## src/rtl/core/idq_pkg.sv

```systemverilog
// Shared types and codes for the indexed deque.
package idq_pkg;

   localparam int MAX_DEPTH   = 64;
   localparam int SPAN_W      = $clog2(MAX_DEPTH + 1);
   localparam int DEF_DEPTH   = 64;
   localparam int DEF_VALUE_W = 64;

   typedef enum logic [2:0] {
      KIND_PUSH_FRONT = 3'd0,
      KIND_PUSH_TAIL  = 3'd1,
      KIND_POP_FRONT  = 3'd2,
      KIND_POP_BACK   = 3'd3,
      KIND_CLEAR      = 3'd4,
      KIND_GET        = 3'd5,
      KIND_RANGE      = 3'd6
   } kind_type;

   localparam logic [1:0] STATUS_OK   = 2'd0;
   localparam logic [1:0] STATUS_MISS = 2'd1;
   localparam logic [1:0] STATUS_FULL = 2'd2;

   typedef struct packed {
      logic              miss;
      logic [SPAN_W-1:0] first_off;
      logic [SPAN_W-1:0] last_off;
   } span_type;

endpackage

```

## src/rtl/core/idq_ram.sv

```systemverilog
// Generic simple dual-port RAM with registered read.
module idq_ram #(
   parameter int WIDTH = 64,
   parameter int DEPTH = 64
) (
   input  logic                     clock,
   input  logic                     wr_en,
   input  logic [$clog2(DEPTH)-1:0] wr_addr,
   input  logic [WIDTH-1:0]         wr_data,
   input  logic [$clog2(DEPTH)-1:0] rd_addr,
   output logic [WIDTH-1:0]         rd_data
);

   logic [WIDTH-1:0] mem [DEPTH];
   logic [WIDTH-1:0] rd_data_ff;

   always_ff @(posedge clock) begin
      if (wr_en) begin
         mem[wr_addr] <= wr_data;
      end
      rd_data_ff <= mem[rd_addr];
   end

   assign rd_data = rd_data_ff;

endmodule

```

## src/rtl/core/idq_index.sv

```systemverilog
// Index normalisation and clamping for get and range reads.
module idq_index
   import idq_pkg::*;
(
   input  logic                    is_range,
   input  logic signed [15:0]      first_index,
   input  logic signed [15:0]      end_index,
   input  logic [SPAN_W-1:0]       count,
   output span_type                span
);

   logic signed [17:0] n_s;
   logic signed [17:0] a_s;
   logic signed [17:0] b_s;
   logic signed [17:0] a_adj;
   logic signed [17:0] b_adj;
   logic signed [17:0] a_clamp;
   logic signed [17:0] b_clamp;
   logic signed [17:0] b_stop;
   logic               get_miss;
   logic               range_miss;

   assign n_s = signed'(18'(count));
   assign a_s = 18'(first_index);
   assign b_s = 18'(end_index);

   assign a_adj   = (a_s < 0) ? a_s + n_s : a_s;
   assign b_adj   = (b_s < 0) ? b_s + n_s : b_s;
   assign a_clamp = (a_adj < 0) ? 18'sd0 : a_adj;
   assign b_clamp = (b_adj < 0) ? 18'sd0 : b_adj;
   assign b_stop  = (b_clamp >= n_s) ? n_s - 18'sd1 : b_clamp;

   assign get_miss   = (count == '0) || (a_adj < 0) || (a_adj >= n_s);
   assign range_miss = (count == '0) || (a_clamp >= n_s) || (a_clamp > b_stop);

   always_comb begin
      if (is_range) begin
         span.miss      = range_miss;
         span.first_off = a_clamp[SPAN_W-1:0];
         span.last_off  = b_stop[SPAN_W-1:0];
      end else begin
         span.miss      = get_miss;
         span.first_off = a_adj[SPAN_W-1:0];
         span.last_off  = a_adj[SPAN_W-1:0];
      end
   end

endmodule

```

## src/rtl/core/indexed_deque_with_range_read.sv

```systemverilog
// Top level of the indexed deque: sequencer, ring pointers and slot memory.
//
// Bounded deque kept as a ring in one RAM. An operation is taken when start is
// high and busy is low. Push, clear and rejected operations answer from S_EVAL;
// pop and get go on to S_READ, which waits for the registered RAM read; a range
// stays in S_READ for one RAM read per element. Each result word is
// shown on the rsp_ ports for one cycle with rsp_strobe high and must be
// captured then; rsp_last marks the final word of an operation. The final word
// may still be on the ports in the cycle the next operation is taken.
module indexed_deque_with_range_read
   import idq_pkg::*;
#(
   parameter int DEPTH       = DEF_DEPTH,
   parameter int VALUE_WIDTH = DEF_VALUE_W
) (
   input  logic               clock,
   input  logic               reset,
   input  logic               start,
   output logic               busy,
   input  logic [2:0]         req_kind,
   input  logic [63:0]        req_payload,
   input  logic signed [15:0] req_first_index,
   input  logic signed [15:0] req_end_index,
   output logic               rsp_strobe,
   output logic [1:0]         rsp_status,
   output logic [63:0]        rsp_data_out,
   output logic               rsp_last,
   output logic [6:0]         rsp_fill_level
);

   localparam int PTR_W = $clog2(DEPTH);
   localparam int CNT_W = $clog2(DEPTH + 1);
   localparam logic [PTR_W:0]   DEPTH_P = (PTR_W + 1)'(DEPTH);
   localparam logic [PTR_W-1:0] LAST_P  = PTR_W'(DEPTH - 1);
   localparam logic [CNT_W-1:0] FULL_C  = CNT_W'(DEPTH);

   typedef enum logic [2:0] {
      S_IDLE = 3'b001,
      S_EVAL = 3'b010,
      S_READ = 3'b100
   } state_type;

   state_type          state_ff, state_in;
   logic [PTR_W-1:0]   head_ff, head_in;
   logic [CNT_W-1:0]   count_ff, count_in;
   logic [CNT_W-1:0]   cur_ff, cur_in;
   logic [CNT_W-1:0]   stop_ff, stop_in;
   kind_type           kind_ff;
   logic [VALUE_WIDTH-1:0] payload_ff;
   logic signed [15:0] first_ff;
   logic signed [15:0] end_ff;

   logic               rsp_strobe_ff, rsp_strobe_in;
   logic [1:0]         rsp_status_ff, rsp_status_in;
   logic [63:0]        rsp_data_ff, rsp_data_in;
   logic               rsp_last_ff, rsp_last_in;
   logic [6:0]         rsp_fill_ff, rsp_fill_in;

   span_type           span;
   logic [CNT_W-1:0]   off_sel;
   logic [PTR_W:0]     pos_sum;
   logic [PTR_W-1:0]   pos_addr;
   logic [PTR_W-1:0]   head_dec;
   logic [PTR_W-1:0]   head_inc;
   logic               wr_en;
   logic [PTR_W-1:0]   wr_addr;
   logic [VALUE_WIDTH-1:0] rd_data;
   logic               accept;
   logic               full;
   logic               empty;

   assign busy   = (state_ff != S_IDLE);
   assign accept = start && !busy;
   assign full   = (count_ff == FULL_C);
   assign empty  = (count_ff == '0);

   idq_index u_index (
      .is_range    (kind_ff == KIND_RANGE),
      .first_index (first_ff),
      .end_index   (end_ff),
      .count       (SPAN_W'(count_ff)),
      .span        (span)
   );

   assign pos_sum  = {1'b0, head_ff} + (PTR_W + 1)'(off_sel);
   assign pos_addr = (pos_sum >= DEPTH_P) ? PTR_W'(pos_sum - DEPTH_P) : PTR_W'(pos_sum);
   assign head_dec = (head_ff == '0) ? LAST_P : head_ff - PTR_W'(1);
   assign head_inc = (head_ff == LAST_P) ? '0 : head_ff + PTR_W'(1);
   assign wr_addr  = (kind_ff == KIND_PUSH_FRONT) ? head_dec : pos_addr;

   idq_ram #(
      .WIDTH (VALUE_WIDTH),
      .DEPTH (DEPTH)
   ) u_ram (
      .clock   (clock),
      .wr_en   (wr_en),
      .wr_addr (wr_addr),
      .wr_data (payload_ff),
      .rd_addr (pos_addr),
      .rd_data (rd_data)
   );

   always_comb begin
      state_in      = state_ff;
      head_in       = head_ff;
      count_in      = count_ff;
      cur_in        = cur_ff;
      stop_in       = stop_ff;
      off_sel       = '0;
      wr_en         = 1'b0;
      rsp_strobe_in = 1'b0;
      rsp_status_in = rsp_status_ff;
      rsp_data_in   = rsp_data_ff;
      rsp_last_in   = rsp_last_ff;
      rsp_fill_in   = rsp_fill_ff;
      case (state_ff)
         S_IDLE: begin
            if (accept) begin
               state_in = S_EVAL;
            end
         end
         S_EVAL: begin
            state_in      = S_IDLE;
            rsp_strobe_in = 1'b1;
            rsp_status_in = STATUS_OK;
            rsp_data_in   = '0;
            rsp_last_in   = 1'b1;
            rsp_fill_in   = 7'(count_ff);
            case (kind_ff)
               KIND_PUSH_FRONT: begin
                  if (full) begin
                     rsp_status_in = STATUS_FULL;
                  end else begin
                     wr_en       = 1'b1;
                     head_in     = head_dec;
                     count_in    = count_ff + CNT_W'(1);
                     rsp_fill_in = 7'(count_ff + CNT_W'(1));
                  end
               end
               KIND_PUSH_TAIL: begin
                  off_sel = count_ff;
                  if (full) begin
                     rsp_status_in = STATUS_FULL;
                  end else begin
                     wr_en       = 1'b1;
                     count_in    = count_ff + CNT_W'(1);
                     rsp_fill_in = 7'(count_ff + CNT_W'(1));
                  end
               end
               KIND_POP_FRONT, KIND_POP_BACK: begin
                  if (empty) begin
                     rsp_status_in = STATUS_MISS;
                  end else begin
                     rsp_strobe_in = 1'b0;
                     state_in      = S_READ;
                     count_in      = count_ff - CNT_W'(1);
                     cur_in        = '0;
                     stop_in       = '0;
                     if (kind_ff == KIND_POP_FRONT) begin
                        head_in = head_inc;
                     end else begin
                        off_sel = count_ff - CNT_W'(1);
                     end
                  end
               end
               KIND_CLEAR: begin
                  count_in    = '0;
                  head_in     = '0;
                  rsp_fill_in = '0;
               end
               KIND_GET, KIND_RANGE: begin
                  if (span.miss) begin
                     rsp_status_in = STATUS_MISS;
                  end else begin
                     rsp_strobe_in = 1'b0;
                     state_in      = S_READ;
                     off_sel       = CNT_W'(span.first_off);
                     cur_in        = CNT_W'(span.first_off);
                     stop_in       = CNT_W'(span.last_off);
                  end
               end
               default: begin
               end
            endcase
         end
         S_READ: begin
            rsp_strobe_in = 1'b1;
            rsp_status_in = STATUS_OK;
            rsp_data_in   = 64'(rd_data);
            rsp_last_in   = (cur_ff == stop_ff);
            rsp_fill_in   = 7'(count_ff);
            if (cur_ff == stop_ff) begin
               state_in = S_IDLE;
            end else begin
               cur_in  = cur_ff + CNT_W'(1);
               off_sel = cur_ff + CNT_W'(1);
            end
         end
         default: begin
            state_in = S_IDLE;
         end
      endcase
   end

   always_ff @(posedge clock) begin
      if (reset) begin
         state_ff      <= S_IDLE;
         head_ff       <= '0;
         count_ff      <= '0;
         rsp_strobe_ff <= 1'b0;
      end else begin
         state_ff      <= state_in;
         head_ff       <= head_in;
         count_ff      <= count_in;
         rsp_strobe_ff <= rsp_strobe_in;
      end
   end

   always_ff @(posedge clock) begin
      if (accept) begin
         kind_ff    <= kind_type'(req_kind);
         payload_ff <= req_payload[VALUE_WIDTH-1:0];
         first_ff   <= req_first_index;
         end_ff     <= req_end_index;
      end
      cur_ff        <= cur_in;
      stop_ff       <= stop_in;
      rsp_status_ff <= rsp_status_in;
      rsp_data_ff   <= rsp_data_in;
      rsp_last_ff   <= rsp_last_in;
      rsp_fill_ff   <= rsp_fill_in;
   end

   assign rsp_strobe     = rsp_strobe_ff;
   assign rsp_status     = rsp_status_ff;
   assign rsp_data_out   = rsp_data_ff;
   assign rsp_last       = rsp_last_ff;
   assign rsp_fill_level = rsp_fill_ff;

endmodule
```

## config.mk

```make
export PLATFORM = sky130hd
export DESIGN_NAME = indexed_deque_with_range_read
export DESIGN_NICKNAME = d
export VERILOG_FILES = /design/src/rtl/core/idq_pkg.sv /design/src/rtl/core/idq_ram.sv /design/src/rtl/core/idq_index.sv /design/src/rtl/core/indexed_deque_with_range_read.sv
export SDC_FILE = /design/constraint.sdc
export NUM_CORES = 2
export LEC_CHECK = 0
export BUFFER_PORTS_ARGS = -buffer_cell sky130_fd_sc_hd__buf_2
export CORE_UTILIZATION = 42
export CTS_CLUSTER_DIAMETER = 50
export DETAILED_ROUTE_END_ITERATION = 6
export PLACE_DENSITY = 0.6
export SLEW_MARGIN = 20
export SYNTH_ARGS = -nofsm -noshare
export SYNTH_HDL_FRONTEND = slang
export SYNTH_SLANG_ARGS = --single-unit
```

## constraint.sdc

```tcl
create_clock -name clock -period 17.1 [get_ports clock]
set_input_delay 0 -clock clock [delete_from_list [all_inputs] [get_ports clock]]
set_output_delay 0 -clock clock [all_outputs]
set_load 0.005 [all_outputs]
```

# Word level (Yosys, flattened, before mapping)
# Memory sizes are Yosys's and may differ from the RTL's. A register that Yosys moved wholly into a read port is not among the register bits.
# Index checks and enable logic that the tools add are counted.
# W data, S select, Z words.
[word_totals]
n_memories = 1
output_inout_bits = 76
wordCells = 132
mem_bits_rw = 4096
reg_bits = 204
input_bits = 102
[op_classes]
reduce_logical = 21
muxes = 54
magnitude_cmp = 9
eq_ne = 23
addsub = 10
[mem_list]
columns = ["memory", "words", "word_bits", "read_ports", "rd_ports_with_merged_regs", "write_ports", "line", "rtl"]
rows = [
  ["u_ram.mem", 64, 64, 1, 1, 1, "idq_ram.sv:14", "logic [WIDTH-1:0] mem [DEPTH];"],
]
[ops]
columns = ["cell", "n"]
rows = [
  ["$pmux W64 S2", 1],
  ["$mux W18", 5],
  ["$pmux W7 S2", 6],
  ["$mux W7", 10],
  ["$ge A18 B8 Y1", 3],
  ["$mux W6", 7],
  ["$pmux W7 S3", 2],
  ["$lt A18 B1 Y1 const B", 2],
  ["$add A16 B8 Y17", 2],
  ["$lt A16 B1 Y1 const B", 2],
  ["$gt A18 B18 Y1", 1],
  ["$pmux W6 S3", 1],
  ["$mux W15", 1],
  ["$add A7 B1 Y7 const B", 2],
  ["$ne A2 B2 Y1 const B", 7],
  ["$eq A3 B3 Y1 const B", 4],
  ["$mux W3", 4],
  ["$sub A6 B1 Y6 const B", 2],
  ["$reduce_and A5 Y1", 2],
  ["$eq A3 B2 Y1 const B", 3],
  ["$mux W1", 9],
  ["$pmux W3 S3", 1],
  ["$sub A7 B1 Y8 const B", 1],
  ["$add A6 B7 Y7", 1],
  ["27 further kinds", 38],
]

# Longest topological paths before layout
[logic_depth]
word_depth = 16
ltp_mapped = 38
mapped_depth_nobuf = 37

# Modules after synthesis
# Synthesis repeated with hierarchy kept, for this count alone.
[unflattened]
hier_cells = 7765
hier_area_um2 = 167795.9
[by_module_without_submodules]
columns = ["mod", "area_each_um2", "seq_area_each_um2", "cells_each", "n_inst"]
rows = [
  ["idq_ram", 156827.9, 124279.2, 6798, 1],
  ["indexed_deque_with_range_read", 8423.1, 5955.7, 614, 1],
  ["idq_index", 2544.9, 0.0, 353, 1],
]

# Worst setup path after synthesis
# No wires, ideal clock.
[synth_timing]
kind = "register -> register"
from = "register count_ff[1]"
to = "memory u_ram.mem[35][0] (enable)"
path_stages_with_launch = 37
required_time_ns = 16.456
setup_time_ns = 0.644
t_arrival_ns = 14.578
path_buffers = 1
synth_period_minus_slack_ns = 15.223
path_slack_ns = 1.877
path_cell_list = "dfxtp_1 -> inv_1 -> fa_1 -> nand2b_1 -> a21oi_1 -> o221ai_2 -> nor2_1 -> a22oi_1 -> ha_1 -> nand2b_1 -> a211oi_1 -> o21ai_0 -> o211ai_1 -> nand3_1 -> nor2_1 -> mux2_2 -> ha_1 -> a21oi_1 -> o21ai_0 -> a2111o_1 -> a211o_1 -> a221o_1 -> a211oi_4 -> a21o_1 -> a31oi_1 -> o22ai_1 -> ha_1 -> a21o_1 -> a21oi_1 -> o21bai_1 -> a21oi_1 -> xor2_1 -> mux2_2 -> a221oi_4 -> a31oi_4 -> buf_6 -> nor4_1"
[synth_via]
elab_chain_len = 16
word_cells_on_any_way = 37
classes_between = "add/sub: 6; order compare: 7; eq/ne: 1; mux: 18; reduce/logical: 5"
[synth_rtl]
columns = ["item", "line", "rtl"]
rows = [
  ["start, declared", "indexed_deque_with_range_read.sv:45", "logic [CNT_W-1:0] count_ff, count_in;"],
  ["start signal, assigned", "indexed_deque_with_range_read.sv:214", "count_ff <= count_in;"],
  ["$add A16 B8 Y17", "idq_index.sv:28", "assign b_adj = (b_s < 0) ? b_s + n_s : b_s;"],
  ["$mux W18", "idq_index.sv:28", ""],
  ["$lt A18 B1 Y1", "idq_index.sv:30", "assign b_clamp = (b_adj < 0) ? 18'sd0 : b_adj;"],
  ["$mux W18", "idq_index.sv:30", ""],
  ["$ge A18 B8 Y1", "idq_index.sv:31", "assign b_stop = (b_clamp >= n_s) ? n_s - 18'sd1 : b_clamp;"],
  ["$mux W18", "idq_index.sv:31", ""],
  ["$gt A18 B18 Y1", "idq_index.sv:34", "assign range_miss = (count == '0) || (a_clamp >= n_s) || (a_clamp > b_stop);"],
  ["$logic_or A1 B1 Y1", "idq_index.sv:34", ""],
  ["$mux W15", "idq_index.sv:37", "if (is_range) begin"],
  ["$mux W7", "indexed_deque_with_range_read.sv:172", "if (span.miss) begin"],
  ["$pmux W7 S3", "indexed_deque_with_range_read.sv:129", "case (kind_ff)"],
  ["$pmux W7 S2", "indexed_deque_with_range_read.sv:116", "case (state_ff)"],
  ["$add A6 B7 Y7", "indexed_deque_with_range_read.sv:85", "assign pos_sum = {1'b0, head_ff} + (PTR_W + 1)'(off_sel);"],
  ["$sub A6 B1 Y6 or $ge A7 B7 Y1 (tied branches)", "indexed_deque_with_range_read.sv:86", "assign pos_addr = (pos_sum >= DEPTH_P) ? PTR_W'(pos_sum - DEPTH_P) : PTR_W'(pos_sum);"],
  ["$mux W6", "indexed_deque_with_range_read.sv:86", ""],
  ["$mux W6", "indexed_deque_with_range_read.sv:89", "assign wr_addr = (kind_ff == KIND_PUSH_FRONT) ? head_dec : pos_addr;"],
  ["end, declared", "idq_ram.sv:14", ""],
]
# Parallel ways exist; a longest one is shown, timed or not.

# Final worst setup path
[layout_timing]
from = "register count_ff[0]"
to = "register u_ram.rd_data_ff[33] (netlist: u_ram.rd_data[33]) (read register of u_ram.mem)"
[layout_via]
elab_chain_len = 15
word_cells_on_any_way = 30
classes_between = "add/sub: 6; order compare: 7; mux: 12; reduce/logical: 5"
[layout_rtl]
columns = ["item", "line", "rtl"]
rows = [
  ["$add A16 B8 Y17", "idq_index.sv:28", ""],
  ["$mux W18", "idq_index.sv:28", ""],
  ["$lt A18 B1 Y1", "idq_index.sv:30", ""],
  ["$mux W18", "idq_index.sv:30", ""],
  ["$ge A18 B8 Y1", "idq_index.sv:31", ""],
  ["$mux W18", "idq_index.sv:31", ""],
  ["$gt A18 B18 Y1", "idq_index.sv:34", ""],
  ["$logic_or A1 B1 Y1", "idq_index.sv:34", ""],
  ["$mux W15", "idq_index.sv:37", ""],
  ["$mux W7", "indexed_deque_with_range_read.sv:172", ""],
  ["$pmux W7 S3 *", "indexed_deque_with_range_read.sv:129", ""],
  ["$pmux W7 S2 *", "indexed_deque_with_range_read.sv:116", ""],
  ["$add A6 B7 Y7 *", "indexed_deque_with_range_read.sv:85", ""],
  ["$sub A6 B1 Y6 or $ge A7 B7 Y1 (tied branches)", "indexed_deque_with_range_read.sv:86", ""],
  ["$mux W6 *", "indexed_deque_with_range_read.sv:86", ""],
  ["end, declared", "idq_ram.sv:15", "logic [WIDTH-1:0] rd_data_ff;"],
]
# Mark *: on every way between the ends. The rest lies on a longest branch, timed or not.
# A chain may end at the register's enable or synchronous reset.

==> metrics.csv <==
metric;value;unit
status;complete, no violations;
Max-Cap Viols;0;
clock root buffer;clkbuf_16;
Slew headroom;9.07;%
post-synth top area cell;edfxtp_1;
endpoints failing hold;0;
Detailed Routing Iterations Pass 1;7;
share of layout cells above drive strength 1;30.5;%
Hold Path End;end_ff[12]$_DFFE_PP_;
worst clock skew;0.0692;ns
register area share after synthesis;77.7;%
Core Rows;231;
ys async rst share;0;%
dpl hpwl;237000;um
static leakage;60.7;nW
Layout area overhead;15.2;%
top fanout value on the critical path;139;
vias in the first global route;80700;
Setup crit end kind;flop;
first-pass GRT wire length;620000;um
Tmin final;12.90;ns
Final Cycle Share;75.4;%
final setup vio count;0;
Critical Path RT;17.88;ns
final WL;442000;um
hold_sp;req_end_index[12];
cell mode on critical path;ha_1;
Syn. warnings;0;
Top Ports;178;
Power Total;22.1;mW
Max VDD drop;0.0848;mV
CTS tree;done;
via count;79700;
Initial Utilization;42.3;%
Clock Sink Count;4364;
flops & latches, synth;4364;
placeable core area;397000;um^2
Avg Inst Size Synth;24.0;um^2
RSZ-0062 raised after global routing;false;
antenna violations before repair;33;
Final Slew Violations;0;
Chip Width;634;um
WS Path Type;reg2reg;
Post-Place Setup Slack;4.38;ns
NumNets Final;7857;
Synth cell types;81;
Area contributors post-synth;edfxtp_1 77%, mux4_2 17%, mux2i_1 1.2%, dfxtp_1 0.97%, clkbuf_1 0.53%;
routability cong.;0.846;
worst skew pair latency;1.00;ns
met3 Track Usage GR;3.66;%
Slowest-stage cell, CP;mux2i_1;
DRC errors left;0;
reg2reg setup slack;4.20;ns
critical path startpoint category;flop;
largest net degree at the start of global routing;140;
via/cell ratio;5.98;
WL/cell;33.1;um
Die Y;634;um
pwr/cell area;115;nW/um^2
Worst R2R Path Depth;35;
number of synthesized flops with an enable pin;4283;
Hold Path Class;in2reg;
met2 Usage GRT;35.3;%
Arrival @ worst endpoint;13.68;ns
Worst-path clk slew;0.06;ns
gr busiest metal;met2;
R2R Path End;u_ram.rd_data[33]$_DFF_P_;
Clock Path Buffers;4;
H-Tree Depth;5;
CTS resizes;0;
CTS buffer count;450;
initial drt markers;10300;
post-synth net total;7150;
worst slew pin tran;1.36;ns
met1 Use GR;31.4;%
Worst Hold Depth;3;
Routed Antenna Nets;0;
gr ovfl total;0;
Post-Synthesis Cells;6983;
Netlist Area Pre-Place;168000;um^2
Die Area;402000;um^2
CP peak stage delay;0.76;ns
fmax;77.5;MHz
number of port buffers;177;
Worst Setup Slack, final;4.20;ns
TNS Setup;0;ns
share of the synthesized area in the top cell type;76.7;%
Global Route Usage Sum;21.8;%
Synth Flop Type;edfxtp_1;
Crit Reg-Reg Startpoint;count_ff[0]$_SDFFE_PP0P_;
## cells by family after synthesis
kind of cell | count (synthesis) | synth area share, %
compound gates | 236 | 0.996
xor+xnor | 39 | 0.204
fa+ha+maj | 65 | 0.499
buf+inv | 388 | 0.900
flops | 4364 | 77.7
mux | 1486 | 18.4
simple gates | 405 | 1.26
## critical path: cells and delay by family (launching register included)
| kind | cells | cell delay [ns] |
|---|---|---|
| compound gates | 15 | 3.67 |
| mux | 5 | 2.27 |
| fa+ha+maj | 6 | 2.20 |
| buf+inv | 4 | 1.86 |
| simple gates | 5 | 1.36 |
| flops | 1 | 0.74 |
## routing by layer
layer  vias to the layer above  part of all wire, %
li1                      31700                    -
met4                        10                  2.2
met1                     43700                   41
met2                      3779                   48
met5                         -                0.015
met3                       605                  8.3
## worst max-delay path by stage
stage                        startpoint                           to  slack [ns]  depth (start not counted)
3_3_place_gp   count_ff[0]$_SDFFE_PP0P_  u_ram.mem[44][16]$_DFFE_PP_        4.05                         38
6_report       count_ff[0]$_SDFFE_PP0P_    u_ram.rd_data[33]$_DFF_P_        4.20                         35
4_1_cts        count_ff[0]$_SDFFE_PP0P_  u_ram.mem[44][20]$_DFFE_PP_        4.28                         38
5_1_grt        count_ff[1]$_SDFFE_PP0P_  u_ram.mem[44][45]$_DFFE_PP_        3.50                         37
3_5_place_dp   count_ff[0]$_SDFFE_PP0P_  u_ram.mem[44][45]$_DFFE_PP_        4.38                         38
2_1_floorplan  count_ff[1]$_SDFFE_PP0P_   u_ram.mem[35][0]$_DFFE_PP_        1.88                         36
## registers in the layout, indices dropped and copies added (netlist names)
register and flops:
state_ff 3, rsp_data_out 64, head_ff 6, stop_ff 7, first_ff 16, count_ff 7
payload_ff 64, u_ram.mem 4096, end_ff 16, rsp_fill_level 7, rsp_last 1, cur_ff 7
kind_ff 3, rsp_strobe 1, rsp_status 2, u_ram.rd_data 64
## Yosys cell counts (6+ instances only)
cell type / number
inv_1: 32
buf_4: 6
a21o_1: 12
o22ai_1: 16
and2_1: 8
a21oi_1: 47
nand3_1: 29
nor2_1: 97
dfxtp_1: 81
nor3_1: 24
nand4_1: 10
and4_1: 6
edfxtp_1: 4283
ha_1: 62
nor2b_1: 6
a211oi_1: 17
and3_1: 95
a22o_1: 6
mux4_2: 1280
nor4_1: 21
clkbuf_1: 238
nand2_1: 66
nand2b_1: 18
o211ai_1: 10
a22oi_1: 6
xor2_1: 10
xnor2_1: 29
buf_1: 99
buf_2: 9
mux2i_1: 201
o21ai_0: 42
a31oi_1: 9
## what timing repair did
item,CTS,global route
hold buffers,203,0
endpoints found under the hold margin,175,0
setup buffers,0,0
setup endpoints to repair,0,0
## layout make-up
| class | instances | area, um^2 |
|---|---|---|
| fill | 31500 | 203000 |
| sequential | 4364 | 130000 |
| multi-input combinational | 2231 | 36300 |
| clock buffer | 557 | 12000 |
| tap | 5242 | 6560 |
| timing repair buffer | 611 | 4940 |
| clock inverter | 291 | 2910 |
| inverter | 32 | 125 |
| antenna | 13 | 32.5 |
## stage by stage
stage / instance area (um^2) / hold slack (ns) / instances / util (%)
floorplan: 168000 / 0.0989 / 6983 / -
global placement: 176000 / 0.176 / 12300 / 44.4
detailed placement: 176000 / 0.178 / 12300 / 44.4
CTS: 193000 / 0.189 / 13300 / 48.7
global route: 193000 / 0.249 / 13300 / 48.7
finish: 193000 / 0.253 / 13300 / 48.7
## placed cells by master, fill, tap and decap left out, drive strengths merged, types with 25 or more instances in the layout
| master | instances |
|---|---|
| a21oi | 48 |
| and3 | 95 |
| buf | 408 |
| bufinv | 43 |
| clkbuf | 557 |
| clkinv | 195 |
| clkinvlp | 25 |
| dfxtp | 81 |
| dlygate4sd3 | 203 |
| edfxtp | 4283 |
| ha | 62 |
| inv | 60 |
| mux2i | 201 |
| mux4 | 1280 |
| nand2 | 67 |
| nand3 | 29 |
| nor2 | 97 |
| o21ai | 46 |
| xnor2 | 29 |
## power breakdown
part           switching, mW  internal (mW)  leakage, nW  total [mW]
logic                  0.355          0.137         14.2       0.492
clock network           4.19           5.64         7.23        9.83
registers             0.0182           11.8         39.3        11.8
total                   4.56           17.6         60.7        22.1
Power figures use the tool's default switching activity.
